$ cat src/sv/zbse_pkg.sv
// Shared types for the zero-byte stuffing encoder: FSM states, command and status bundles.
`timescale 1ns / 1ps
`default_nettype none
package zbse_pkg;

	// Controller states, one-hot
	typedef enum logic [4:0] {
		ST_IDLE  = 5'b00001,
		ST_CODE  = 5'b00010,
		ST_RD    = 5'b00100,
		ST_EMIT  = 5'b01000,
		ST_DELIM = 5'b10000
	} state_t;

	// Commands from controller to datapath
	typedef struct packed {
		logic accept;      // input beat taken this cycle
		logic load_code;   // load code byte into output register
		logic load_data;   // load buffered byte into output register
		logic load_delim;  // load frame delimiter into output register
		logic rd_issue;    // read run buffer at current index
		logic idx_clear;
		logic idx_inc;
		logic clear_run;
	} cmd_t;

	// Status from datapath to controller
	typedef struct packed {
		logic cnt_full;    // packet already holds the maximum payload
		logic in_zero;     // input byte is zero
		logic slot_free;   // output register can take a new beat
		logic run_zero;    // run buffer is empty
		logic idx_last;    // index points at the last byte of the run
	} status_t;

endpackage
`default_nettype wire

$ cat src/sv/zero_byte_stuffing_encoder.sv
// Top level of the zero-byte stuffing encoder: controller and datapath.
//
// COBS-style encoder without the 254-byte group limit. Payload bytes come in one
// beat at a time, last_byte marking the end of the packet. Non-zero bytes are
// stored in a run buffer (a MAX_PAYLOAD-deep memory). A zero byte closes the
// current group: the block sends a code byte (run length plus one) followed by the
// buffered run. The last byte closes the final group the same way, then a zero
// delimiter goes out with frame_end set and overflow set if any payload byte past
// MAX_PAYLOAD was dropped. A non-zero byte that is not last is taken back to
// back. A group flush sends the code byte, then for each buffered byte a memory
// read followed by an output load; the delimiter follows the final group. Input
// is held off while a flush is in progress, and output backpressure stalls the
// flush. The output register lets a new input beat be taken while the previous
// result still waits. The run buffer needs no clearing pass after reset.
`timescale 1ns / 1ps
`default_nettype none
module zero_byte_stuffing_encoder #(
	parameter int MAX_PAYLOAD = 62
) (
	input  wire        clk,
	input  wire        arst_n,
	input  wire        in_valid,
	output logic       in_ready,
	input  wire  [7:0] in_byte,
	input  wire        last_byte,
	output logic       out_valid,
	input  wire        out_ready,
	output logic [7:0] out_byte,
	output logic       frame_end,
	output logic       overflow
);

	zbse_pkg::cmd_t    cmd;
	zbse_pkg::status_t status;

	// Sequencing: accept, flush groups, send delimiter
	zbse_ctrl u_ctrl (
		.clk       (clk),
		.arst_n    (arst_n),
		.in_valid  (in_valid),
		.last_byte (last_byte),
		.in_ready  (in_ready),
		.status    (status),
		.cmd       (cmd)
	);

	// Storage, counters and the output register
	zbse_dp #(
		.MAX_PAYLOAD (MAX_PAYLOAD)
	) u_dp (
		.clk       (clk),
		.arst_n    (arst_n),
		.in_byte   (in_byte),
		.cmd       (cmd),
		.status    (status),
		.out_ready (out_ready),
		.out_valid (out_valid),
		.out_byte  (out_byte),
		.frame_end (frame_end),
		.overflow  (overflow)
	);

endmodule
`default_nettype wire

$ cat src/sv/zbse_dp.sv
// Datapath of the zero-byte stuffing encoder: run buffer, counters, output register.
`timescale 1ns / 1ps
`default_nettype none
module zbse_dp #(
	parameter int MAX_PAYLOAD = 62
) (
	input  wire                 clk,
	input  wire                 arst_n,
	input  wire  [7:0]          in_byte,
	input  wire  zbse_pkg::cmd_t cmd,
	output zbse_pkg::status_t   status,
	input  wire                 out_ready,
	output logic                out_valid,
	output logic [7:0]          out_byte,
	output logic                frame_end,
	output logic                overflow
);

	localparam int CW = $clog2(MAX_PAYLOAD + 1);
	localparam int AW = (MAX_PAYLOAD > 1) ? $clog2(MAX_PAYLOAD) : 1;

	logic [7:0]    run_mem [MAX_PAYLOAD];
	logic [7:0]    rd_q;
	logic [CW-1:0] run_q;
	logic [CW-1:0] count_q;
	logic [AW-1:0] idx_q;
	logic          ovf_q;
	logic          out_valid_q;
	logic [7:0]    out_byte_q;
	logic          frame_end_q;
	logic          overflow_q;
	logic          store;

	assign status.cnt_full  = (count_q >= CW'(MAX_PAYLOAD));
	assign status.in_zero   = (in_byte == 8'd0);
	assign status.slot_free = !out_valid_q || out_ready;
	assign status.run_zero  = (run_q == '0);
	assign status.idx_last  = ((CW'(idx_q) + CW'(1)) == run_q);

	assign store = cmd.accept && !status.cnt_full && !status.in_zero;

	// Run buffer: one write port, one registered read port
	always_ff @(posedge clk) begin
		if (store) begin
			run_mem[run_q[AW-1:0]] <= in_byte;
		end
		if (cmd.rd_issue) begin
			rd_q <= run_mem[idx_q];
		end
	end

	always_ff @(posedge clk or negedge arst_n) begin
		if (!arst_n) begin
			run_q   <= '0;
			count_q <= '0;
			idx_q   <= '0;
			ovf_q   <= 1'b0;
		end else begin
			if (cmd.accept) begin
				if (status.cnt_full) begin
					ovf_q <= 1'b1;
				end else begin
					count_q <= count_q + CW'(1);
				end
			end
			if (store) begin
				run_q <= run_q + CW'(1);
			end else if (cmd.clear_run) begin
				run_q <= '0;
			end
			if (cmd.idx_clear) begin
				idx_q <= '0;
			end else if (cmd.idx_inc) begin
				idx_q <= idx_q + AW'(1);
			end
			if (cmd.load_delim) begin
				count_q <= '0;
				ovf_q   <= 1'b0;
			end
		end
	end

	// Output register
	always_ff @(posedge clk or negedge arst_n) begin
		if (!arst_n) begin
			out_valid_q <= 1'b0;
		end else if (cmd.load_code || cmd.load_data || cmd.load_delim) begin
			out_valid_q <= 1'b1;
		end else if (out_ready) begin
			out_valid_q <= 1'b0;
		end
	end

	always_ff @(posedge clk) begin
		if (cmd.load_code) begin
			out_byte_q  <= 8'(run_q) + 8'd1;
			frame_end_q <= 1'b0;
			overflow_q  <= 1'b0;
		end else if (cmd.load_data) begin
			out_byte_q  <= rd_q;
			frame_end_q <= 1'b0;
			overflow_q  <= 1'b0;
		end else if (cmd.load_delim) begin
			out_byte_q  <= 8'd0;
			frame_end_q <= 1'b1;
			overflow_q  <= ovf_q;
		end
	end

	assign out_valid = out_valid_q;
	assign out_byte  = out_byte_q;
	assign frame_end = frame_end_q;
	assign overflow  = overflow_q;

endmodule
`default_nettype wire

$ cat src/sv/zbse_ctrl.sv
// Controller FSM of the zero-byte stuffing encoder: sequences group flushes and the delimiter.
`timescale 1ns / 1ps
`default_nettype none
module zbse_ctrl (
	input  wire                   clk,
	input  wire                   arst_n,
	input  wire                   in_valid,
	input  wire                   last_byte,
	output logic                  in_ready,
	input  wire  zbse_pkg::status_t status,
	output zbse_pkg::cmd_t        cmd
);

	zbse_pkg::state_t state_q;
	zbse_pkg::state_t state_d;
	zbse_pkg::state_t after_flush;
	logic             last_q;
	logic             last_d;
	logic             zflush_q;
	logic             zflush_d;
	logic             zflush_new;

	assign in_ready   = (state_q == zbse_pkg::ST_IDLE);
	assign zflush_new = !status.cnt_full && status.in_zero;

	// Where to go when a group flush finishes
	always_comb begin
		if (zflush_q && last_q) begin
			after_flush = zbse_pkg::ST_CODE;
		end else if (last_q) begin
			after_flush = zbse_pkg::ST_DELIM;
		end else begin
			after_flush = zbse_pkg::ST_IDLE;
		end
	end

	always_comb begin
		state_d  = state_q;
		last_d   = last_q;
		zflush_d = zflush_q;
		cmd      = '0;
		case (state_q)
			zbse_pkg::ST_IDLE: begin
				if (in_valid) begin
					cmd.accept = 1'b1;
					last_d     = last_byte;
					zflush_d   = zflush_new;
					if (zflush_new || last_byte) begin
						state_d = zbse_pkg::ST_CODE;
					end
				end
			end
			zbse_pkg::ST_CODE: begin
				if (status.slot_free) begin
					cmd.load_code = 1'b1;
					cmd.idx_clear = 1'b1;
					if (status.run_zero) begin
						cmd.clear_run = 1'b1;
						zflush_d      = 1'b0;
						state_d       = after_flush;
					end else begin
						state_d = zbse_pkg::ST_RD;
					end
				end
			end
			zbse_pkg::ST_RD: begin
				cmd.rd_issue = 1'b1;
				state_d      = zbse_pkg::ST_EMIT;
			end
			zbse_pkg::ST_EMIT: begin
				if (status.slot_free) begin
					cmd.load_data = 1'b1;
					cmd.idx_inc   = 1'b1;
					if (status.idx_last) begin
						cmd.clear_run = 1'b1;
						zflush_d      = 1'b0;
						state_d       = after_flush;
					end else begin
						state_d = zbse_pkg::ST_RD;
					end
				end
			end
			zbse_pkg::ST_DELIM: begin
				if (status.slot_free) begin
					cmd.load_delim = 1'b1;
					last_d         = 1'b0;
					state_d        = zbse_pkg::ST_IDLE;
				end
			end
			default: begin
				state_d = zbse_pkg::ST_IDLE;
			end
		endcase
	end

	always_ff @(posedge clk or negedge arst_n) begin
		if (!arst_n) begin
			state_q  <= zbse_pkg::ST_IDLE;
			last_q   <= 1'b0;
			zflush_q <= 1'b0;
		end else begin
			state_q  <= state_d;
			last_q   <= last_d;
			zflush_q <= zflush_d;
		end
	end

endmodule
`default_nettype wire

$ cat config.mk
export PLATFORM = sky130hd
export DESIGN_NAME = zero_byte_stuffing_encoder
export DESIGN_NICKNAME = d
export VERILOG_FILES = /design/src/sv/zbse_pkg.sv /design/src/sv/zero_byte_stuffing_encoder.sv /design/src/sv/zbse_dp.sv /design/src/sv/zbse_ctrl.sv
export SDC_FILE = /design/constraint.sdc
export NUM_CORES = 1
export LEC_CHECK = 0
export BUFFER_PORTS_ARGS = -buffer_cell sky130_fd_sc_hd__buf_2
export CORE_MARGIN = 2
export CORE_UTILIZATION = 63
export DETAILED_ROUTE_END_ITERATION = 16
export GPL_TIMING_DRIVEN = 0
export PLACE_DENSITY = 0.8
export SYNTH_ARGS = -nofsm -noshare
export SYNTH_HDL_FRONTEND = slang
export SYNTH_SLANG_ARGS = --single-unit
export TNS_END_PERCENT = 20
$ cat constraint.sdc
create_clock -name clk -period 2.7 [get_ports clk]
set_input_delay 0.54 -clock clk [delete_from_list [all_inputs] [get_ports clk]]
set_output_delay 0.54 -clock clk [all_outputs]
set_load 0.1 [all_outputs]
==> impl_metrics.tcl, run 1 <==
set metrics [dict create \
    hold_buffers 0 \
    cp_slowest_cell "dfrtp_1" \
    period_minus_slack_ps 2730 \
    wl_per_cell_um 32.3 \
    path_max_fanout 10 \
    die_area_sq_mm 0.0358 \
    final_cells 1707 \
    diodes 0 \
    pwr-share-seq_pct 50.1 \
    grt_max_degree 64 \
    yosysUniqueCellTypes 65 \
    core-area_sq_mm 0.0337 \
    viasPerCell 7.01 \
    r2r_setup_slack_ps -30 \
    drt-met1-wl_um 19300 \
    yosysTopAreaCellShare_pct 71.1 \
    grt_pass1_wl_um 79300 \
    crit_arrival_ps 3060 \
    async_flop_share_pct 4.99 \
    max_slew_margin_pct 27.3 \
    ios 25 \
    dp_cells 1583 \
    setup_viol 3 \
    powerDensity_mw_per_mm2 767 \
    syn_avg_cell_area_sq_um 19.5 \
    grt_util_all_layers_pct 31.0 \
    run_status "finished with violations" \
    ys_seq_area_share_pct 74.4 \
    cts_max_level 2 \
    wl_met3_um 6560 \
    fillers 1750 \
    synthCells 1111 \
    path_cells "buf_2 -> nand2_1 -> a21oi_1 -> o21ai_0 -> o211ai_1 -> o22ai_1 -> a21oi_1" \
    maxCapViolations 0 \
    worstSetupPathType "flip-flop to flip-flop" \
    synth_nets 1129 \
    drt_iter0_markers 1803 \
    post-route-drc-count 0 \
    overflow 0 \
    switching_share_pct 26.2 \
    cp_common_cell "a21oi_1" \
    highest_layer "met4" \
    max_stage_delay_ps 640 \
    power_switching_mw 5.06 \
    hold_class "input port to async pin" \
    p_leak_nw 7.75 \
    required_ps 3030 \
    initial_core_util_pct 64.2 \
    port_buffers 24 \
    yosys-top-cells-area "edfxtp_1 71%, mux4_2 14%, dfrtp_1 3.0%, mux2i_1 1.9%, nor2_1 1.6%" \
    clkTransAtPathRegs_ps 70 \
    cp-start-kind "flip-flop" \
    grt_antenna_before_repair 0 \
    die_h_um 189 \
    nets 1236 \
    hold_viol 1 \
    drt-total-wl_um 55200 \
    synth_area_sq_mm 0.0216 \
    max_freq_mhz 366 \
    dr.pass1.iters 9 \
    synth_top_area_cell "edfxtp_1" \
    cts-root-buf "clkbuf_16" \
    ant_nets 0 \
    clock_path_buffers 3 \
    cts_tree "yes" \
    p_int_mw 14.2 \
    violations "hold timing, setup timing" \
    globalplace.congestion 0.926 \
    area.growth.synth_to_final_pct 16.3 \
    ir_worst_vdd_mv 0.722 \
    power.clock.fraction_pct 36.0 \
    wl_met2_um 27100 \
    die-width_um 189 \
    synth_edf_count 512 \
    grt_pass1_vias 11900 \
    rows 67 \
    tightestPinTransition_ps 1090 \
    clock_sinks 541 \
    finalPower_mw 19.3 \
    via_count 12000 \
    fin_worst_skew_ps 26.5 \
    drive_gt1_share_pct 31.5 \
    cts_made_buffers 52 \
    fin_crit_sh_pct 101 \
    setup_slack_ps -29.6 \
    pwr-share-comb_pct 13.9 \
    dp_hpwl_um 31400 \
    maxSlewViolCount 0 \
    hold_slack_ps -0.367 \
    synth_flop_cell "edfxtp_1" \
    ys_warn_count 0 \
    ys_ff_latch 541 \
    insertion_delay_ps 590 \
    end_kind "flip-flop" \
]
-- path summary, 6_finish.rpt --
kind / to / depth (start not counted) / from
max: u_dp.rd_q[5]$_DFFE_PP_ / 7 / u_dp.idx_q[3]$_DFFE_PN0P_
min: u_ctrl.zflush_q$_DFFE_PN0P_ / 1 / arst_n
max reg2reg: u_dp.rd_q[5]$_DFFE_PP_ / 7 / u_dp.idx_q[3]$_DFFE_PN0P_
min reg2reg: u_dp.frame_end$_SDFFE_PP0P_ / 1 / u_dp.frame_end$_SDFFE_PP0P_
max in group asynchronous: u_dp.idx_q[0]$_DFFE_PN0P_ / 1 / arst_n
min in group clk: u_ctrl.last_q$_DFFE_PN0P_ / 2 / in_valid
-- logic make-up after synthesis --
logic type / Yosys count / synth area share, %
fa+ha+maj: 5 / 0.289
compound gates: 106 / 3.17
xor+xnor: 15 / 0.607
flops: 541 / 74.4
mux: 173 / 15.5
simple gates: 207 / 4.57
buf+inv: 64 / 1.45
-- stage by stage --
stage                     area [sq um]  setup WS (ps)  TNS, ps  utilization [%]
after floorplan                  21600            291        0                -
after global placement           22300          -1300  -557930             66.2
after detailed placement         22300          -1430  -613480             66.2
after CTS                        24900          -94.7     -479             74.0
after global routing             25200          -51.1     -133             74.7
final                            25200          -29.6    -65.3             74.7
-- state kept, by name, indices dropped and copies added, names as in the netlist --
signal	count
u_ctrl.zflush_q	1
u_ctrl.last_q	1
u_dp.run_q	6
u_dp.idx_q	6
u_dp.frame_end	1
u_ctrl.state_q	5
u_dp.out_byte	8
u_dp.run_mem	496
u_dp.rd_q	8
u_dp.overflow	1
u_dp.out_valid	1
u_dp.ovf_q	1
u_dp.count_q	6
-- cell usage in the layout, fill, tap and decap left out, drive strengths merged, types with 8 or more instances in the layout --
cell and n:
o22ai 12, a21oi 21, xnor2 9, a211oi 8, mux2i 42, clkbuf 86, dfrtp 26, mux4 130
buf 88, nor2 93, edfxtp 512, nand3 22, a31oi 8, clkinv 26, o21ai 26, nand2 36
nor3 11, inv 9
-- final cells by class --
| cell class | instances | area (sq um) | share of cell area (%) |
|---|---|---|---|
| clock buffer | 64 | 1370 | 5.43 |
| multi-input combinational | 506 | 5900 | 23.4 |
| buffer | 56 | 432 | 1.72 |
| sequential | 541 | 16100 | 64.0 |
| timing repair buffer | 54 | 559 | 2.22 |
| tap | 448 | 561 | 2.23 |
| clock inverter | 31 | 228 | 0.905 |
| inverter | 7 | 26.3 | 0.104 |
-- power groups by stage --
stage	combinational [mW]	sequential, mW	clock, mW
after global placement	2.00	9.80	0
after detailed placement	2.03	9.82	0
after floorplan	1.28	9.89	0
after global routing	2.81	9.68	7.23
after CTS	2.51	9.65	6.94
final	2.69	9.66	6.94
-- per-layer routing --
layer / vias up / global-route usage (%)
met5: - / 0
met1: 6129 / 43.1
met4: 0 / 11.9
met2: 913 / 49.5
met3: 160 / 6.67
li1: 4761 / -
-- worst max-delay path: cells and delay by family, from the launching register on --
kind / cells / cell delay [ps]
buffers and inverters: 1 / 470
and+or+nand+nor: 1 / 340
AOI/OAI and AO/OA: 5 / 1030
DFF: 1 / 640
-- what timing repair did --
item	4_1_cts	5_1_grt
gates resized for setup	182	57
setup buffers	24	6
cloned	0	0
pin swaps	23	9
setup endpoints to repair	505	451
-- synth_stat cells (6+ instances only) --
library cell  instances
inv_1                 6
nand3_1              22
dfrtp_1              26
a21oi_1              20
mux2i_1              42
buf_1                 9
nor3_1               10
edfxtp_1            512
o21ai_0              21
buf_4                10
buf_2                17
o22ai_1              12
xor2_1                6
nand2b_1              6
and3_1                6
nand2_1              36
a31oi_1               8
nor2b_1               6
clkbuf_1             19
a211oi_1              8
xnor2_1               9
nor2_1               91
mux4_2              130
Power figures use the tool's default switching activity.
==> run 2, diff against run 1 <==
--- a/config.mk
+++ b/config.mk
@@ -6,6 +6,8 @@
 export NUM_CORES = 1
 export LEC_CHECK = 0
 export BUFFER_PORTS_ARGS = -buffer_cell sky130_fd_sc_hd__buf_2
+export CAP_MARGIN = 10
+export CORE_ASPECT_RATIO = 1.4
 export CORE_MARGIN = 2
 export CORE_UTILIZATION = 63
 export DETAILED_ROUTE_END_ITERATION = 16
==> run 2 against run 1 <==
Against the previous run: the flow finishes with violations (setup timing); global-route usage increased by 2.1 points; register-to-register slack about the same; via count increased by 2.1%; final cell count unchanged; routed wire length increased by 5.0%; hold slack improved by 260 ps; count of clock-buffer cells in the layout decreased by 7; clock power increased by 0.6%; first-iteration DRC count decreased by 1.6%; clock skew increased by 10 ps; highest routed layer unchanged; fmax decreased by 0.26%.
==> impl_metrics.tcl, run 2 (same netlist as run 1, synthesis figures left out) <==
set metrics [dict create \
    multi_input_area_sq_mm 0.00591 \
    r2r_cells 8 \
    viasPerCell 7.15 \
    fillers 1717 \
    p_leak_nw 7.73 \
    cp_slowest_cell "dfrtp_2" \
    globalplace.congestion 0.954 \
    powerDensity_mw_per_mm2 766 \
    via_count 12200 \
    tightestPinTransition_ps 988 \
    dp_cells 1586 \
    die-width_um 161 \
    grt_max_degree 64 \
    ios 25 \
    largest_reg_flops 496 \
    setup_slack_ps -36.6 \
    violations "setup timing" \
    ff_latch_area_sq_mm 0.0161 \
    ir_worst_vdd_mv 0.608 \
    placed_area_sq_mm 0.0223 \
    hold_end "u_ctrl.last_q$_DFFE_PN0P_" \
    initial_core_util_pct 63.8 \
    rr_endpoint "u_dp.rd_q[3]$_DFFE_PP_" \
    insertion_delay_ps 590 \
    clkTransAtPathRegs_ps 60 \
    drt_iter0_markers 1774 \
    core-area_sq_mm 0.0339 \
    dp_hpwl_um 32100 \
    hold_depth 2 \
    grt_antenna_before_repair 0 \
    run_status "finished with violations" \
    path_cells "buf_6 -> buf_4 -> buf_4 -> mux4_2 -> o22ai_1 -> a21oi_1 -> a21oi_1 -> nor2_1" \
    clock_path_buffers 3 \
    cts_tree "yes" \
    stdcell_area_sq_mm 0.0252 \
    cts-root-buf "clkbuf_16" \
    layout_common_cells "512 x edfxtp_1, 130 x mux4_2, 64 x nor2_4" \
    grt_util_all_layers_pct 33.1 \
    max_stage_delay_ps 540 \
    max_slew_margin_pct 34.1 \
    ant_nets 0 \
    final_cells 1707 \
    hold_slack_ps 263 \
    port_buffers 24 \
    nets 1235 \
    diodes 0 \
    r2r_setup_slack_ps -40 \
    crit_arrival_ps 3070 \
    path_delay_family "buffers and inverters" \
    period_minus_slack_ps 2740 \
    die_h_um 223 \
    grt_pass1_wl_um 83300 \
    maxCapViolations 0 \
    rsz0062_at_grt "true" \
    rows 80 \
    clock_sinks 541 \
    end_kind "flip-flop" \
    post-route-drc-count 0 \
    required_ps 3040 \
    grt_pass1_vias 12200 \
    wl_per_cell_um 33.9 \
    maxSlewViolCount 0 \
    r2r_start "u_dp.idx_q[1]$_DFFE_PN0P_" \
    cts_made_buffers 48 \
    area.growth.synth_to_final_pct 16.5 \
    worstSetupPathType "flip-flop to flip-flop" \
    fin_worst_skew_ps 36.4 \
    max_freq_mhz 365 \
    final_common_cell "edfxtp_1" \
    cp-start-kind "flip-flop" \
    die_area_sq_mm 0.0359 \
    min_from "in_valid" \
    pre_cts_slack_ps -1430 \
    setup_viol 1 \
    fin_crit_sh_pct 101 \
    drt-total-wl_um 57900 \
    dr.pass1.iters 7 \
    hold_class "input port to flip-flop" \
    crit_buf_inv 3 \
    hold_viol 0 \
    path_max_fanout 10 \
    drive_gt1_share_pct 31.5 \
    cts_max_level 2 \
    overflow 0 \
]
## run 2: cell types whose count changed in the layout (fill, tap and decap cells not counted), sizes merged
cell | previous run | this run
buf | 88 | 86
bufinv | 3 | 6
clkbuf | 86 | 83
clkinv | 26 | 21
clkinvlp | 0 | 3
dlygate4sd3 | 0 | 1
## run 2: power by group
part	switching [mW]	total, mW	internal, mW
Sequential	0.171	9.65	9.48
Combinational	1.81	2.68	0.872
Clock	3.07	6.98	3.91
Total	5.05	19.3	14.3
## run 2: worst max-delay path by stage
stage,startpoint,end,slack (ps),depth (start not counted)
floorplan,u_ctrl.state_q[1]$_DFFE_PN0P_,u_dp.run_mem[46][0]$_DFFE_PP_,290,6
global placement,in_byte[4],u_dp.run_mem[30][2]$_DFFE_PP_,-1320,6
detailed placement,in_byte[4],u_dp.run_mem[54][1]$_DFFE_PP_,-1430,6
CTS,u_dp.idx_q[0]$_DFFE_PN0P_,u_dp.rd_q[7]$_DFFE_PP_,-100,10
global route,u_ctrl.state_q[1]$_DFFE_PN0P_,u_dp.run_mem[37][1]$_DFFE_PP_,-80,6
finish,u_dp.idx_q[1]$_DFFE_PN0P_,u_dp.rd_q[3]$_DFFE_PP_,-40,8
## run 2: per-layer routing
layer,global-route usage (%),vias to the layer above,wire length (um)
met5,0,-,0
met4,21.9,0,4720
met3,6.86,267,5930
met2,55.5,1028,29100
met1,39.1,6158,18200
li1,-,4758,-
## run 2: timing repair
| item | in CTS | in global routing |
|---|---|---|
| hold endpoints to repair | 25 | 0 |
| setup buffers | 25 | 5 |
| gates cloned | 0 | 0 |
| endpoints found under the setup margin | 505 | 433 |
| pin swaps | 29 | 14 |
| hold buffers | 1 | 0 |
| gates resized for setup | 196 | 39 |
## run 2: worst reg2reg max path: stages, from the launching register on
cell and delay [ps]:
dfrtp_2 540, buf_6 240, buf_4 290, buf_4 300, mux4_2 360, o22ai_1 280
a21oi_1 180, a21oi_1 220, nor2_1 70
## run 2: final cells by class
type,instances,area share (%)
Sequential cell,541,63.8
Multi-Input combinational cell,506,23.4
Clock buffer,57,4.98
Timing Repair Buffer,56,2.43
Tap cell,451,2.24
Buffer,57,1.73
Clock inverter,32,1.26
Inverter,7,0.104
## run 2: per-stage QoR
step	TNS [ps]	power, mW	utilization (%)
2_1_floorplan	0	11.2	-
3_3_place_gp	-560220	11.8	65.8
3_5_place_dp	-626910	11.8	65.8
4_1_cts	-542	19.0	73.7
5_1_grt	-6020	19.7	74.3
6_report	-36.6	19.3	74.3
==> run 3, diff against run 2 <==
--- a/config.mk
+++ b/config.mk
@@ -6,8 +6,7 @@
 export NUM_CORES = 1
 export LEC_CHECK = 0
 export BUFFER_PORTS_ARGS = -buffer_cell sky130_fd_sc_hd__buf_2
-export CAP_MARGIN = 10
-export CORE_ASPECT_RATIO = 1.4
+export CORE_ASPECT_RATIO = 1.5
 export CORE_MARGIN = 2
 export CORE_UTILIZATION = 63
 export DETAILED_ROUTE_END_ITERATION = 16
==> run 3 against run 2 <==
Against the previous run: the run still ends with setup timing left; count of clock-buffer cells in the layout shrank 1; combinational power is essentially flat; worst setup slack gained 13 ps; critical path type unchanged; non-clock buffer count grew 5; critical path depth is the same; highest routed layer unchanged.
==> impl_metrics.tcl, run 3 (same netlist as run 1, synthesis figures left out) <==
set metrics [dict create \
    area.growth.synth_to_final_pct 16.5 \
    rsz0062_at_grt "true" \
    final_common_cell "edfxtp_1" \
    worstSetupPathType "flip-flop to flip-flop" \
    end_kind "flip-flop" \
    cts_made_buffers 48 \
    hold_class "input port to flip-flop" \
    violations "setup timing" \
    p_leak_nw 7.75 \
    via_count 11900 \
    max_freq_mhz 367 \
    wl_per_cell_um 32.7 \
    core-area_sq_mm 0.0341 \
    grt_pass1_vias 11800 \
    fin_crit_sh_pct 101 \
    setup_slack_ps -23.2 \
    setup_viol 2 \
    min_from "last_byte" \
    final_core_util_pct 74.0 \
    port_buffers 24 \
    critPathCapture "u_dp.rd_q[7]$_DFFE_PP_" \
    rows 83 \
    drt_iter0_markers 1360 \
    grt_util_all_layers_pct 30.5 \
    required_ps 3020 \
    tightestPinTransition_ps 1070 \
    maxCapViolations 0 \
    post-route-drc-count 0 \
    clock_sinks 541 \
    r2r_cells 8 \
    clock_path_buffers 3 \
    cp-start-kind "flip-flop" \
    nets 1240 \
    die-width_um 155 \
    crit_start "u_dp.idx_q[1]$_DFFE_PN0P_" \
    initial_core_util_pct 63.5 \
    hold_viol 0 \
    r2r_setup_slack_ps -20 \
    max_slew_margin_pct 28.5 \
    layout_common_cells "512 x edfxtp_1, 130 x mux4_2, 64 x nor2_4" \
    fin_worst_skew_ps 18.4 \
    globalplace.congestion 0.937 \
    maxSlewViolCount 0 \
    ff_latch_area_sq_mm 0.0161 \
    crit_arrival_ps 3040 \
    multi_input_area_sq_mm 0.00587 \
    ir_worst_vdd_mv 0.676 \
    cts_tree "yes" \
    period_minus_slack_ps 2720 \
    clkTransAtPathRegs_ps 70 \
    die_area_sq_mm 0.0359 \
    run_status "finished with violations" \
    dr.pass1.iters 6 \
    rr_endpoint "u_dp.rd_q[7]$_DFFE_PP_" \
    powerDensity_mw_per_mm2 762 \
    r2r_start "u_dp.idx_q[1]$_DFFE_PN0P_" \
    fillers 1786 \
    cts-root-buf "clkbuf_16" \
    insertion_delay_ps 570 \
    largest_reg_flops 496 \
    drt-total-wl_um 55200 \
    die_h_um 231 \
    pre_cts_slack_ps -1470 \
    grt_pass1_wl_um 77200 \
    viasPerCell 7.06 \
    path_max_fanout 10 \
    ios 25 \
    dp_hpwl_um 31400 \
    diodes 0 \
    drive_gt1_share_pct 32.2 \
    overflow 0 \
    grt_antenna_before_repair 0 \
    ant_nets 0 \
    cts_max_level 2 \
    hold_depth 3 \
    grt_max_degree 64 \
]
==> run 3: area by class of cell <==
class | instances | area share [%]
Sequential cell | 541 | 63.8
Buffer | 55 | 1.52
Tap cell | 425 | 2.11
Clock buffer | 56 | 5.01
Inverter | 7 | 0.104
Multi-Input combinational cell | 506 | 23.3
Timing Repair Buffer | 63 | 2.94
Clock inverter | 32 | 1.21
==> run 3: metal layers <==
| metal | up-vias | part of all wire [%] | track usage, % | wire length (um) |
|---|---|---|---|---|
| li1 | 4760 | - | - | - |
| met1 | 6021 | 33 | 36.0 | 18000 |
| met2 | 883 | 51 | 52.3 | 28200 |
| met3 | 239 | 8.8 | 6.19 | 4840 |
| met4 | 0 | 7.5 | 17.9 | 4120 |
| met5 | - | 0 | 0 | 0 |
==> run 3: where the power goes <==
group          leakage (nW)  internal (mW)  switching, mW
combinational          2.01          0.880           1.81
clock                 0.766           3.85           3.02
sequential             4.97           9.48          0.170
==> run 3: critical path, cell delays in order, from the launching register on <==
cell and delay [ps]:
dfrtp_2 500, buf_4 270, clkbuf_4 350, clkbuf_4 320
mux4_2 360, mux2i_2 320, nand2_1 100, a31oi_1 170
nor2_1 70
==> run 3: how the worst min path moves through the flow <==
stage,to,slack (ps)
2_1_floorplan,u_ctrl.last_q$_DFFE_PN0P_,240
3_3_place_gp,u_dp.frame_end$_SDFFE_PP0P_,440
3_5_place_dp,u_dp.frame_end$_SDFFE_PP0P_,460
4_1_cts,u_ctrl.last_q$_DFFE_PN0P_,280
5_1_grt,u_ctrl.last_q$_DFFE_PN0P_,300
6_report,u_ctrl.last_q$_DFFE_PN0P_,290
==> run 3: through the flow <==
stage          setup TNS (ps)  hold slack, ps  instance area [sq um]  instances  total power, mW
4_1_cts                -14610             283                  24800       1670             19.0
3_5_place_dp          -649300             465                  22300       1560             11.9
2_1_floorplan               0             244                  21600       1111             11.2
3_3_place_gp          -583440             442                  22300       1560             11.8
6_report                -30.9             287                  25200       1685             19.2
5_1_grt                 -9440             303                  25200       1685             19.7
==> run 3: what timing repair did <==
| item | in CTS | in global routing |
|---|---|---|
| gates resized for setup | 173 | 42 |
| endpoints found under the setup margin | 505 | 506 |
| gates cloned | 0 | 0 |
| hold buffers | 1 | 0 |
| pin swaps | 22 | 22 |
| setup buffers | 22 | 16 |
| hold endpoints to repair | 25 | 0 |
